$ cat config.mk
export PLATFORM = sky130hd
export DESIGN_NAME = wtm_fifo
export DESIGN_NICKNAME = d
export VERILOG_FILES = /design/src/sv/wtm_pkg.sv /design/src/sv/wtm_fifo.sv
export SDC_FILE = /design/constraint.sdc
export NUM_CORES = 1
export LEC_CHECK = 0
export ABC_AREA = 1
export ABC_CLOCK_PERIOD_IN_PS = 15750
export BUFFER_PORTS_ARGS = -buffer_cell sky130_fd_sc_hd__buf_2
export CORE_AREA = 8 8 198 200
export DETAILED_ROUTE_END_ITERATION = 8
export DIE_AREA = 0 0 206 208
export PLACE_DENSITY = 0.76
export SYNTH_ARGS = -nofsm -noshare
export SYNTH_HDL_FRONTEND = slang
export SYNTH_SLANG_ARGS = --single-unit
$ cat constraint.sdc
create_clock -name clk -period 15.75 [get_ports clk]
set_input_delay 4.725 -clock clk [delete_from_list [all_inputs] [get_ports clk]]
set_output_delay 4.725 -clock clk [all_outputs]
set_load 0.01 [all_outputs]
$ cat src/sv/wtm_pkg.sv
`default_nettype none
package wtm_pkg;

	// Accumulator widths, sized for the largest window of 4096 samples
	localparam int CW = 13;   // sample and gain/loss counts
	localparam int VW = 37;   // signed sum of samples
	localparam int WW = 50;   // signed sum of day * sample
	localparam int TW = 36;   // running N(N*N-1)/3
	localparam int GW = 36;   // gain or loss magnitude sum
	localparam int PW = 49;   // gain sum * loss count
	localparam int NW = 52;   // twice the slope numerator, signed
	localparam int DW = 65;   // divider operand width

	localparam logic [1:0] CAT_BULLISH    = 2'd0;
	localparam logic [1:0] CAT_BEARISH    = 2'd1;
	localparam logic [1:0] CAT_INDECISION = 2'd2;

	localparam logic [1:0] DIR_CONTINUATION = 2'd0;
	localparam logic [1:0] DIR_REVERSAL     = 2'd1;
	localparam logic [1:0] DIR_NONE         = 2'd2;

	typedef struct packed {
		logic signed [23:0] price_delta;
		logic               last;
	} in_item_t;

	typedef struct packed {
		logic signed [31:0] slope;
		logic [14:0]        strength_index;
		logic [1:0]         category;
		logic [1:0]         direction;
		logic               error;
	} out_item_t;

	// Closed window handed from the front to the back
	typedef struct packed {
		logic [CW-1:0]        count;
		logic signed [VW-1:0] value_sum;
		logic signed [WW-1:0] weighted_sum;
		logic [TW-1:0]        tri_sum;
		logic [GW-1:0]        gain_sum;
		logic [CW-1:0]        gain_count;
		logic [GW-1:0]        loss_sum;
		logic [CW-1:0]        loss_count;
	} window_t;

	typedef enum logic [2:0] {
		B_IDLE,
		B_MUL,
		B_SUM,
		B_SLO_GO,
		B_SLO_WAIT,
		B_RSI_GO,
		B_RSI_WAIT,
		B_OUT
	} back_state_t;

endpackage
`default_nettype wire

$ cat src/sv/wtm_fifo.sv
`default_nettype none
module wtm_fifo (
	input  logic             clk,
	input  logic             arst_n,
	input  logic             push,
	input  wtm_pkg::window_t wdata,
	output logic             full,
	input  logic             pop,
	output logic             empty,
	output wtm_pkg::window_t rdata
);
	import wtm_pkg::*;

	window_t    mem_q [2];
	logic       wr_ptr_q;
	logic       rd_ptr_q;
	logic [1:0] cnt_q;

	assign full  = (cnt_q == 2'd2);
	assign empty = (cnt_q == 2'd0);
	assign rdata = mem_q[rd_ptr_q];

	// Two-entry queue of closed windows
	always_ff @(posedge clk or negedge arst_n) begin
		if (!arst_n) begin
			wr_ptr_q <= 1'b0;
			rd_ptr_q <= 1'b0;
			cnt_q    <= 2'd0;
		end else begin
			if (push) begin
				wr_ptr_q <= ~wr_ptr_q;
			end
			if (pop) begin
				rd_ptr_q <= ~rd_ptr_q;
			end
			if (push && !pop) begin
				cnt_q <= cnt_q + 2'd1;
			end else if (pop && !push) begin
				cnt_q <= cnt_q - 2'd1;
			end
		end
	end

	always_ff @(posedge clk) begin
		if (push) begin
			mem_q[wr_ptr_q] <= wdata;
		end
	end

endmodule
`default_nettype wire

## Word-level counts from Yosys, hierarchy flattened

Memory sizes are Yosys's and may differ from the RTL's.
Cells that the tools add are included.

| word-level totals | value |
|---|---|
| register bits | 4 |
| memory bits (writable) | 468 |
| input port bits | 238 |
| output and inout port bits | 236 |
| logic and storage cells | 19 |
| memories | 1 |

| cells by class | value |
|---|---|
| add/subtract/negate cells | 2 |
| eq/ne operators | 1 |
| multiplexer cells | 4 |
| bitwise operators | 2 |
| reductions and logical operators | 6 |

Memory list:

| name | words | width | rd ports | clocked after Yosys merged registers in | write ports | line | text |
|---|---|---|---|---|---|---|---|
| mem_q | 2 | 234 | 1 | 0 | 1 | wtm_fifo.sv:14 | `window_t mem_q [2];` |

Operator list:

| cell | number |
|---|---|
| $mux W2 | 2 |
| $add A2 B1 Y2 const B | 1 |
| $eq A2 B2 Y1 const B | 1 |
| $logic_and A1 B1 Y1 | 2 |
| $logic_not A1 Y1 | 2 |
| $logic_not A2 Y1 | 1 |
| $mux W1 | 2 |
| $not A1 Y1 | 2 |
| $reduce_bool A2 Y1 | 1 |
| $sub A2 B1 Y2 const B | 1 |

## Depth between registers and ports, before layout

| logic depth | value |
|---|---|
| depth in word-level cells | 4 |
| depth in mapped cells | 7 |
| gate-level depth less buffers | 7 |

## Least setup slack after synthesis

OpenSTA, ideal clock, no wires.

| timing | value |
|---|---|
| kind | input -> register |
| start | input port push |
| end | memory mem_q[0][0] (netlist name) (enable) |
| setup time | 839 ps |
| arrival | 14541 ps |
| data required time | 14911 ps |
| path slack | 370 ps |
| stages on the path | 2 |
| buffers on the path | 0 |
| cell sequence | inv_1 > nor2_1 |

| between the ends | value |
|---|---|
| cells in the longest elaborated chain, start to end | 2 |

RTL lines:

| what | line | text |
|---|---|---|
| start: declaration | wtm_fifo.sv:5 | `input logic push,` |
| $mux W1 | wtm_fifo.sv:45 | `if (push) begin` |
| $mux W1 (not written as such) | wtm_fifo.sv:46 | `mem_q[wr_ptr_q] <= wdata;` |
| end: declaration | wtm_fifo.sv:14 |  |

No other way between the ends.

==> out/metrics.cfg <==
[sta]
drv_slew=0
slew_headroom=0.185
fin_skew_ps=7.11
min_period_over_period=0.550
fin_setup_tns_ps=0
setup_viol=0
worst_pin_slew_ps=1220
clock.fmax_ghz=0.116
final-hold-violation-count=0
setup_ws_ps=7090
rsz0062_at_grt=no
period_needed_ps=8660

[power_and_ir_drop]
leakage_nw=8.66
ir_drop_mv=0.152
cellPowerDensity_nw_per_um2=181

[grt]
grt_pass1_vias=9449
grt_max_degree=110
grtUsageTotal=0.173
grt_overflow_total=0
antenna_found_initial=13
grt_pass1_wl_um=56100

[synthesis]
synthTopCellsByArea=edfxtp_1 (79%), mux2_4 (13%), mux2_2 (5.3%)
post-synth-top-count-cell=edfxtp_1
synth-edff-count=468
synth_top_cell_area_share=0.794
syn-num-nets=992
yosys_warnings=0
ys_seq_area_frac=0.800
syn_area_um2=17700
synthArstFlopShare=0.00847
syn_avg_cell_area_um2=23.5
syn_inst=753
ys.flop_type=edfxtp_1
synthTopCellsByCount=edfxtp_1 (468), mux2_4 (150), mux2_2 (84)
ys_seq_elements=472
yosysUniqueCellTypes=14
yosysTopAreaCell=edfxtp_1

[placement]
placed_area_um2=20500
place_inst=1676
post-dp-hpwl_um=27800
portBuffers=473
place_congestion=0.785
dp_slack_ps=7620

[layout]
final_nets=1495
layout.cells.non_filler=1767
nFillCells=2590
post-route-util=0.607
fin_area_um2=21900
layout-drive-gt1-share=0.604
syn2layout_area_growth_pct=23.8

[clock_tree]
clock_sinks=472
ctsHtreeMaxLevel=2
cts_tree=done
cts_root_buffer=clkbuf_16
clock_latency_ps=550
hold_buffers=0
post_cts_buffers=0
cts_buffers=46
clk_pin_slew_ps=60
clockBufferDepth=3
post_cts_resized=0

[critical_path]
startpoint_type=flop
crit_type=flop to output port
cp.required_ps=11030
cpMostUsedCell=buf_4
cpMaxStageDelayCell=dfrtp_4
cp_cell_sequence=buf_4 > buf_4 > mux2_4 > buf_2
slowest_delay_ps=940
end_kind=output port
crit_path_max_fanout=60
worstPathArrival_ps=3930

[floorplan]
rows=70
die_area_um2=42800
num_io_pins=474
fp.dieW_um=206
dieHeight_um=208
start_util=0.491
fp.coreArea_um2=36100

[detailed_routing]
vias=8791
routedWlPerCell_um=21.9
first_iter_violations=468
drc=0
dr.pass1.iters=4
routed_wirelength_um=38700
viasPerCell=4.98
ant_nets=0

[min_path]
hold_path_class=flop to flop

[status]
status=completed

[run]
max_cap_viol_count=0

## layer usage
metal  vias up  global-route usage  share of wire
li1       4017                   -              -
met1      4338               0.194           0.36
met2       359               0.299           0.52
met3        67              0.0590          0.097
met4        10              0.0685          0.025
met5         -                   0         0.0017
## layout make-up
| cell class | instances | area, um^2 | share of cell area |
|---|---|---|---|
| diodes | 10 | 25.0 | 0.00114 |
| clock buffers | 60 | 1260 | 0.0577 |
| clock inverters | 21 | 128 | 0.00583 |
| inverters | 7 | 33.8 | 0.00154 |
| multi-input cells | 248 | 3290 | 0.150 |
| flip-flops and latches | 472 | 14200 | 0.646 |
| well taps | 468 | 586 | 0.0267 |
| repair buffers | 481 | 2430 | 0.111 |
## state kept, by name, indices dropped and copies added (netlist names)
signal	cells
rd_ptr_q	1
wr_ptr_q	1
mem_q	468
cnt_q	2
## worst paths after layout
path	startpoint	endpoint	slack (ps)	cells past startpoint
hold reg to reg	cnt_q[1]$_DFFE_PN0P_	cnt_q[1]$_DFFE_PN0P_	530	2
min in group asynchronous	arst_n	cnt_q[1]$_DFFE_PN0P_	3970	1
setup / recovery	rd_ptr_q$_DFFE_PN0P_	rdata[152]	7090	4
max in group asynchronous	arst_n	rd_ptr_q$_DFFE_PN0P_	11630	1
setup reg to reg	wr_ptr_q$_DFFE_PN0P_	mem_q[0][176]$_DFFE_PP_	12370	3
hold / removal	cnt_q[1]$_DFFE_PN0P_	cnt_q[1]$_DFFE_PN0P_	530	2
## cells by family after synthesis
kind of cell  count (synthesis)  share of synthesized area
flops                       472                      0.800
mux                         234                      0.181
buf+inv                      33                     0.0152
simple gates                 10                    0.00233
xor+xnor                      3                    0.00148
fa+ha+maj                     1                   0.000707
## where the power goes
group / internal (W) / switching [W]
combinational: 0.000584 / 0.000613
clock: 0.000580 / 0.000431
sequential: 0.00167 / 0.0000890
## layout by cell type, fill, tap and decap left out, drive strengths merged
cell type / n
ha: 1
nand4: 1
clkinvlp: 1
diode: 10
xor2: 2
dfrtp: 4
inv: 9
mux2: 234
buf: 481
nand3: 1
bufinv: 1
nand2: 5
clkinv: 17
clkbuf: 60
edfxtp: 468
nor2: 3
xnor2: 1
## worst max-delay path, delay by kind of cell (launching register included)
family	cells	cell delay (ps)
flip-flops	1	940
buffers and inverters	3	1940
multiplexers	1	360
## through the flow
step	total power (W)	hold WS, ps
6_report	0.00397	529
5_1_grt	0.00414	585
4_1_cts	0.00402	528
3_5_place_dp	0.00301	506
3_3_place_gp	0.00298	482
2_1_floorplan	0.00265	463
No activity file was read; power rests on OpenSTA's default activity.
