`src/sv/wtm_pkg.sv`:
```
`default_nettype none
package wtm_pkg;

	// Accumulator widths, sized for the largest window of 4096 samples
	localparam int CW = 13;   // sample and gain/loss counts
	localparam int VW = 37;   // signed sum of samples
	localparam int WW = 50;   // signed sum of day * sample
	localparam int TW = 36;   // running N(N*N-1)/3
	localparam int GW = 36;   // gain or loss magnitude sum
	localparam int PW = 49;   // gain sum * loss count
	localparam int NW = 52;   // twice the slope numerator, signed
	localparam int DW = 65;   // divider operand width

	localparam logic [1:0] CAT_BULLISH    = 2'd0;
	localparam logic [1:0] CAT_BEARISH    = 2'd1;
	localparam logic [1:0] CAT_INDECISION = 2'd2;

	localparam logic [1:0] DIR_CONTINUATION = 2'd0;
	localparam logic [1:0] DIR_REVERSAL     = 2'd1;
	localparam logic [1:0] DIR_NONE         = 2'd2;

	typedef struct packed {
		logic signed [23:0] price_delta;
		logic               last;
	} in_item_t;

	typedef struct packed {
		logic signed [31:0] slope;
		logic [14:0]        strength_index;
		logic [1:0]         category;
		logic [1:0]         direction;
		logic               error;
	} out_item_t;

	// Closed window handed from the front to the back
	typedef struct packed {
		logic [CW-1:0]        count;
		logic signed [VW-1:0] value_sum;
		logic signed [WW-1:0] weighted_sum;
		logic [TW-1:0]        tri_sum;
		logic [GW-1:0]        gain_sum;
		logic [CW-1:0]        gain_count;
		logic [GW-1:0]        loss_sum;
		logic [CW-1:0]        loss_count;
	} window_t;

	typedef enum logic [2:0] {
		B_IDLE,
		B_MUL,
		B_SUM,
		B_SLO_GO,
		B_SLO_WAIT,
		B_RSI_GO,
		B_RSI_WAIT,
		B_OUT
	} back_state_t;

endpackage
`default_nettype wire

```
`src/sv/wtm_front.sv`:
```
`default_nettype none
module wtm_front #(
	parameter int WINDOW_MAX = 256
) (
	input  logic              clk,
	input  logic              arst_n,
	input  logic              push,
	input  wtm_pkg::in_item_t sample,
	input  logic              q_full,
	output logic              full,
	output logic              q_push,
	output wtm_pkg::window_t  q_data
);
	import wtm_pkg::*;

	window_t            win_q;
	window_t            nxt;
	logic               accept;
	logic               take;
	logic [CW-1:0]      cnt_inc;
	logic signed [23:0] p;
	logic signed [37:0] wprod;
	logic [25:0]        tprod;
	logic [23:0]        loss_mag;

	assign accept = push & ~q_full;
	assign full   = q_full;
	assign p      = sample.price_delta;

	// Running sums for the next window state
	always_comb begin
		take     = (win_q.count < CW'(WINDOW_MAX));
		cnt_inc  = win_q.count + 1'b1;
		wprod    = $signed({1'b0, cnt_inc}) * p;
		tprod    = 26'(win_q.count) * 26'(cnt_inc);
		loss_mag = 24'(-p);
		nxt      = win_q;
		if (take) begin
			nxt.count        = cnt_inc;
			nxt.value_sum    = win_q.value_sum + VW'(p);
			nxt.weighted_sum = win_q.weighted_sum + WW'(wprod);
			nxt.tri_sum      = win_q.tri_sum + TW'(tprod);
			if (p > 0) begin
				nxt.gain_sum   = win_q.gain_sum + GW'(p[22:0]);
				nxt.gain_count = win_q.gain_count + 1'b1;
			end else if (p < 0) begin
				nxt.loss_sum   = win_q.loss_sum + GW'(loss_mag);
				nxt.loss_count = win_q.loss_count + 1'b1;
			end
		end
	end

	assign q_push = accept & sample.last;
	assign q_data = nxt;

	// Window accumulators, cleared once the window closes
	always_ff @(posedge clk or negedge arst_n) begin
		if (!arst_n) begin
			win_q <= '0;
		end else if (accept) begin
			if (sample.last) begin
				win_q <= '0;
			end else begin
				win_q <= nxt;
			end
		end
	end

endmodule
`default_nettype wire

```
`config.mk`:
```
export PLATFORM = sky130hd
export DESIGN_NAME = wtm_front
export DESIGN_NICKNAME = d
export VERILOG_FILES = /design/src/sv/wtm_pkg.sv /design/src/sv/wtm_front.sv
export SDC_FILE = /design/constraint.sdc
export NUM_CORES = 2
export LEC_CHECK = 0
export CORE_MARGIN = 2
export CORE_UTILIZATION = 40
export CTS_BUF_LIST = sky130_fd_sc_hd__clkbuf_4 sky130_fd_sc_hd__clkbuf_8
export DETAILED_ROUTE_END_ITERATION = 12
export DONT_BUFFER_PORTS = 1
export SYNTH_ARGS = -nofsm -noshare
export SYNTH_HDL_FRONTEND = slang
export SYNTH_SLANG_ARGS = --single-unit
```
`constraint.sdc`:
```
create_clock -name clk -period 13.9 [get_ports clk]
set_clock_uncertainty 0.15 [all_clocks]
set_input_delay 1.39 -clock clk [delete_from_list [all_inputs] [get_ports clk]]
set_output_delay 1.39 -clock clk [all_outputs]
set_load 0.05 [all_outputs]
```
Yosys cells after proc, flatten, opt, wreduce, memory -nomap -nowiden

Index checks and enable logic that the tools add are counted.

$add $sub $neg: 9
Multipliers: 2
$lt $le $gt $ge: 3
Muxes and demuxes: 5
Bitwise operators: 3

Operators with widths:

| operator                | number |
|---|---|
| $mux W234               | 2 |
| $mux W49                | 3 |
| $add A50 B38 Y50        | 1 |
| $add A13 B1 Y13 const B | 3 |
| $mul A14 B24 Y38        | 1 |
| $add A37 B24 Y37        | 1 |
| $add A36 B23 Y36        | 1 |
| $add A36 B24 Y36        | 1 |
| $add A36 B26 Y36        | 1 |
| $mul A13 B13 Y26        | 1 |
| $gt A24 B1 Y1 const B   | 1 |
| $lt A24 B1 Y1 const B   | 1 |
| $neg A24 Y24            | 1 |
| $lt A13 B9 Y1 const B   | 1 |
| $and A1 B1 Y1           | 2 |
| $not A1 Y1              | 1 |

Register bits after elaboration: 234
Bits of input ports: 29
Output and inout port bits: 236

Depth between registers and ports, before layout

Depth after elaboration: 6
Mapped depth: 31
Mapped depth without buffers: 30

Worst setup path after synthesis

OpenSTA, ideal clock, no wires.

Path kind: input-to-output
Start point: input sample[24] in the netlist's numbering
End point: output q_data[180] in the netlist's numbering
Data arrival time: 9765 ps
Data required time: 12360 ps
Path slack: 2595 ps
Stages: 24
Cell sequence: clkbuf_1 > clkbuf_1 > nor2b_1 > inv_1 > fa_1 > inv_1 > fa_1 > fa_1 > fa_1 > fa_1 > inv_1 > fa_1 > inv_1 > ha_1 > clkbuf_1 > a21oi_1 > o21ai_0 > o21bai_1 > a41oi_1 > a21oi_1 > a31oi_1 > o21ai_0 > xnor2_1 > o21ai_0

RTL lines:

| what        | line            | text |
|---|---|---|
| from (decl) | wtm_front.sv:8  | `input wtm_pkg::in_item_t sample,` |
| to (decl)   | wtm_front.sv:12 | `output wtm_pkg::window_t q_data` |

==> report_table.html <==
<table>
<tr><th>Metric</th><th>Value</th></tr>
<tr><th colspan="2">Synth</th></tr>
<tr><td>Yosys top cell area share</td><td>0.288</td></tr>
<tr><td>Most area-hungry cell type in the Yosys netlist</td><td>sky130_fd_sc_hd__fa_1</td></tr>
<tr><td>Number of nets produced by synthesis</td><td>5,276</td></tr>
<tr><td>Number of enable-type register cells in the synthesized netlist</td><td>0</td></tr>
<tr><td>Number of warnings issued by yosys</td><td>0</td></tr>
<tr><td>Proportion of register bits with asynchronous set or reset after synthesis</td><td>1.00</td></tr>
<tr><td>Number of distinct standard cells referenced by the synthesized netlist</td><td>75</td></tr>
<tr><td>Synth Flop Type</td><td>sky130_fd_sc_hd__dfrtp_1</td></tr>
<tr><td>Number of instances in the synthesized netlist</td><td>4,404</td></tr>
<tr><td>Post-synth design cell area</td><td>38,600 µm²</td></tr>
<tr><td>Top area cells in the synthesized netlist</td><td>sky130_fd_sc_hd__fa_1, sky130_fd_sc_hd__dfrtp_1, sky130_fd_sc_hd__ha_1, sky130_fd_sc_hd__inv_1, sky130_fd_sc_hd__nand2b_1</td></tr>
<tr><td>Number of storage elements in the synthesis netlist</td><td>233</td></tr>
<tr><td>Sequential fraction of the synthesis area</td><td>0.151</td></tr>
<tr><td>Top cells by count, synth</td><td>sky130_fd_sc_hd__inv_1, sky130_fd_sc_hd__fa_1, sky130_fd_sc_hd__nand2_1</td></tr>
<tr><td>Top-count cell post-synth</td><td>sky130_fd_sc_hd__inv_1</td></tr>
<tr><td>Mean area per synthesized cell</td><td>8.76 µm²</td></tr>
<tr><th colspan="2">Floorplan</th></tr>
<tr><td>Floorplan die height</td><td>roughly 310 µm</td></tr>
<tr><td>Total die area</td><td>99,000 µm²</td></tr>
<tr><td>I/O pin count</td><td>265</td></tr>
<tr><td>Initial cell density of the core</td><td>0.405</td></tr>
<tr><td>Die width</td><td>~310 µm</td></tr>
<tr><td>Site Rows</td><td>between 100 and 150</td></tr>
<tr><td>Core region area</td><td>~95,000 µm²</td></tr>
<tr><th colspan="2">Routing</th></tr>
<tr><td>WL met3</td><td>7.31 mm</td></tr>
<tr><td>Total via count in the routed design</td><td>30,200</td></tr>
<tr><td>Detailed-routing iteration count for the pre-antenna-repair pass</td><td>5</td></tr>
<tr><td>Highest layer used for signal routing</td><td>met5</td></tr>
<tr><td>Via/cell ratio</td><td>5.37</td></tr>
<tr><td>Drt first-iter violations</td><td>between 1,500 and 2,000</td></tr>
<tr><td>Routed wire length per instance</td><td>20.4 µm</td></tr>
<tr><td>Count of nets left with antenna violations after detail routing</td><td>0</td></tr>
<tr><td>Met2 wire len</td><td>53.8 mm</td></tr>
<tr><td>Final routed wirelength across all metal layers</td><td>roughly 110 mm</td></tr>
<tr><td>Routed met1 length</td><td>about 50 mm</td></tr>
<tr><td>Residual DRC</td><td>0</td></tr>
<tr><th colspan="2">Placed design</th></tr>
<tr><td>Detailed placement HPWL</td><td>84.2 mm</td></tr>
<tr><td>Buffers added on ports</td><td>0</td></tr>
<tr><td>Post-Place Setup Slack</td><td>2700 ps</td></tr>
<tr><td>Placer Congestion</td><td>approximately 0.88</td></tr>
<tr><th colspan="2">Setup path</th></tr>
<tr><td>Dominant cell type by count on the critical path</td><td>sky130_fd_sc_hd__fa_1</td></tr>
<tr><td>Critical Path Max Stage Delay</td><td>910 ps</td></tr>
<tr><td>Total number of cells along the worst setup path</td><td>23</td></tr>
<tr><td>Element type at the critical path end</td><td>output port</td></tr>
<tr><td>Slowest library cell on the worst path</td><td>sky130_fd_sc_hd__ha_1</td></tr>
<tr><td>Arrival time of data at the critical path endpoint</td><td>10,530 ps</td></tr>
<tr><td>Buffers and inverters on the worst path</td><td>2</td></tr>
<tr><td>Worst Path Required</td><td>12,360 ps</td></tr>
<tr><td>Largest fanout of any net on the critical path</td><td>26</td></tr>
<tr><td>Depth of the worst register-to-register path</td><td>22</td></tr>
<tr><td>Family with the most delay on the worst path</td><td>adder cells</td></tr>
<tr><td>Start-to-end type of the worst setup path</td><td>flop to output port</td></tr>
<tr><td>Crit path cell chain</td><td>ha_1 -&gt; nand3_1 -&gt; or2_2 -&gt; ha_1 -&gt; buf_4 -&gt; nand2b_1 -&gt; fa_1 -&gt; fa_1 -&gt; fa_1 -&gt; inv_1 -&gt; fa_1 -&gt; fa_1 -&gt; fa_1 -&gt; ha_1 -&gt; a21boi_0 -&gt; and4b_1 -&gt; o41ai_2 -&gt; o21ai_0 -&gt; a21oi_1 -&gt; a31oi_1 -&gt; o21ai_0 -&gt; mux2i_1 -&gt; o22ai_1</td></tr>
<tr><td>Startpoint Class</td><td>flop</td></tr>
<tr><th colspan="2">Clocking</th></tr>
<tr><td>Post-CTS sizing</td><td>0</td></tr>
<tr><td>Buffers from clock root to sink, at most</td><td>3</td></tr>
<tr><td>Clock sinks</td><td>233</td></tr>
<tr><td>Post-cts hold buffer count</td><td>0</td></tr>
<tr><td>Number of H-tree levels</td><td>2</td></tr>
<tr><td>Clock-pin slew on the worst setup and hold paths</td><td>60 ps</td></tr>
<tr><td>Clock tree from TritonCTS</td><td>done</td></tr>
<tr><td>Total CTS buffers</td><td>52</td></tr>
<tr><td>Clock network latency to the later pin of the worst-skew pair</td><td>around 760 ps</td></tr>
<tr><td>Post-CTS setup-driven buffer insertion count</td><td>0</td></tr>
<tr><td>CTS Root Buffer Type</td><td>sky130_fd_sc_hd__clkbuf_8</td></tr>
<tr><th colspan="2">STA</th></tr>
<tr><td>Setup-failing EPs final</td><td>0</td></tr>
<tr><td>Maximum operating frequency</td><td>slightly above 0.08 GHz</td></tr>
<tr><td>Final hold violations</td><td>0</td></tr>
<tr><td>Final max-slew violation count</td><td>0</td></tr>
<tr><td>Minimum clock period after layout</td><td>approximately 12,000 ps</td></tr>
<tr><td>Headroom to the max-slew limit</td><td>0.164</td></tr>
<tr><td>Unrepaired setup endpoints after global routing</td><td>false</td></tr>
<tr><td>Sum Neg Setup Slack</td><td>0 ps</td></tr>
<tr><td>Least setup slack across all paths after layout</td><td>1830 ps</td></tr>
<tr><td>Post-route fraction of the period consumed by the critical path</td><td>0.868</td></tr>
<tr><td>Slew @ Worst Pin</td><td>between 1000 and 1500 ps</td></tr>
<tr><th colspan="2">Job</th></tr>
<tr><td># Max-Cap Violations</td><td>0</td></tr>
<tr><th colspan="2">Finish</th></tr>
<tr><td>Total number of nets in the final design</td><td>5,196</td></tr>
<tr><td>FF+latch area</td><td>5830 µm²</td></tr>
<tr><td>Area of the multi-input gates</td><td>29,500 µm²</td></tr>
<tr><td>Fraction of layout instances using a drive strength above 1</td><td>0.0505</td></tr>
<tr><td>Syn-to-layout area delta</td><td>6.73%</td></tr>
<tr><td>Registers with the highest flip-flop counts</td><td>win_q: 233 flops</td></tr>
<tr><td>Flip-flop count of the largest register after layout</td><td>approximately 230</td></tr>
<tr><td>Register with the most flip-flops</td><td>win_q</td></tr>
<tr><td>Number of inserted filler cells in the final layout</td><td>9,441</td></tr>
<tr><th colspan="2">Pwr</th></tr>
<tr><td>Total leakage power</td><td>20.3 nW</td></tr>
<tr><td>Worst VDD drop</td><td>roughly 0.18 mV</td></tr>
<tr><td>Pwr/cell area</td><td>~200 nW/µm²</td></tr>
<tr><th colspan="2">Global routing</th></tr>
<tr><td>Via count of the first global-routing pass</td><td>31,200</td></tr>
<tr><td>Overall overflow remaining after global route</td><td>0</td></tr>
<tr><td>Maximum number of pins on one net before global-route repair</td><td>234</td></tr>
<tr><td>Initial antenna violation count</td><td>3</td></tr>
<tr><td>Combined global-route utilization of all metal layers</td><td>0.237</td></tr>
<tr><td>First-pass GRT wire length</td><td>~180 mm</td></tr>
<tr><th colspan="2">Worst hold path</th></tr>
<tr><td>Path type of the worst min-delay path</td><td>input pin to asynchronous set/reset pin</td></tr>
<tr><th colspan="2">Status</th></tr>
<tr><td>Run status</td><td>completed</td></tr>
</table>
[layout by cell type (no fill, tap or decap), drive strengths merged, types with 11 or more instances in the layout]
| cell type | synthesis | final |
|---|---|---|
| nand2b | 309 | 309 |
| dfrtp | 233 | 233 |
| buf | 13 | 79 |
| o22ai | 11 | 11 |
| a21boi | 11 | 11 |
| a31oi | 18 | 18 |
| a21o | 72 | 72 |
| and2 | 12 | 12 |
| and3 | 57 | 57 |
| xnor2 | 155 | 155 |
| nor2 | 149 | 149 |
| nand3 | 50 | 50 |
| fa | 556 | 556 |
| inv | 673 | 675 |
| nor3 | 54 | 54 |
| xor2 | 74 | 74 |
| o21ai | 256 | 256 |
| ha | 287 | 287 |
| nor4 | 13 | 13 |
| nand4 | 23 | 23 |
| clkbuf | 200 | 78 |
| o21bai | 23 | 23 |
| nor2b | 152 | 152 |
| o21a | 21 | 21 |
| a22o | 116 | 116 |
| and4 | 13 | 13 |
| a211oi | 14 | 14 |
| nand2 | 470 | 470 |
| a22oi | 31 | 31 |
| a21oi | 153 | 153 |
| mux2i | 32 | 32 |
[path summary, 6_finish.rpt]
| kind | start | endpoint | slack (ps) |
|---|---|---|---|
| max | win_q[222]$_DFFE_PN0P_ | q_data[182] | 1830 |
| min reg2reg | win_q[158]$_DFFE_PN0P_ | win_q[158]$_DFFE_PN0P_ | 360 |
| min | arst_n | win_q[96]$_DFFE_PN0P_ | 170 |
| max in group asynchronous | arst_n | win_q[221]$_DFFE_PN0P_ | 12960 |
| min in group clk | win_q[158]$_DFFE_PN0P_ | win_q[158]$_DFFE_PN0P_ | 360 |
| max reg2reg | win_q[222]$_DFFE_PN0P_ | win_q[166]$_DFFE_PN0P_ | 4270 |
[final cells by class]
cell class | count | area share
clock inverter | 12 | 0.00480
tap | 1265 | 0.0384
sequential | 233 | 0.142
clock buffer | 78 | 0.0235
timing repair buffer | 79 | 0.0144
antenna | 1 | 0.0000608
multi-input combinational | 3285 | 0.716
inverter | 673 | 0.0613
[layer usage]
| metal | global-route usage | vias to the layer above |
|---|---|---|
| li1 | - | 14100 |
| met1 | 0.313 | 15200 |
| met4 | 0.0736 | 2 |
| met2 | 0.386 | 709 |
| met3 | 0.0514 | 139 |
| met5 | 0 | - |
[power breakdown]
part | leakage, nW | switching, mW | total (mW) | internal [mW]
Clock | 0.617 | 0.401 | 0.922 | 0.521
Sequential | 3.07 | 0.191 | 1.03 | 0.842
Combinational | 16.6 | 4.46 | 6.20 | 1.74
[logic make-up (layout without fill, tap and decap cells)]
| kind of cell | count (synthesis) | after routing | synth area share |
|---|---|---|---|
| multiplexers | 41 | 41 | 0.0109 |
| flip-flops | 233 | 233 | 0.151 |
| other | 1 | 2 | 0.0000972 |
| AO/OA/AOI/OAI | 832 | 832 | 0.142 |
| buffers and inverters | 886 | 842 | 0.0865 |
| XOR/XNOR | 229 | 229 | 0.0520 |
| adder cells (fa/ha/maj) | 843 | 843 | 0.381 |
| AND/OR/NAND/NOR | 1339 | 1339 | 0.176 |
[per-stage QoR]
step	instances	cell area, µm²	utilization	hold slack (ps)	power [mW]
floorplan	4404	38600	-	323	5.89
global placement	5535	40000	0.420	339	7.18
detailed placement	5535	40000	0.420	342	7.21
CTS	5625	41200	0.432	99.6	8.20
global route	5626	41200	0.432	103	8.81
finish	5626	41200	0.432	171	8.15
Power figures use the tool's default switching activity.
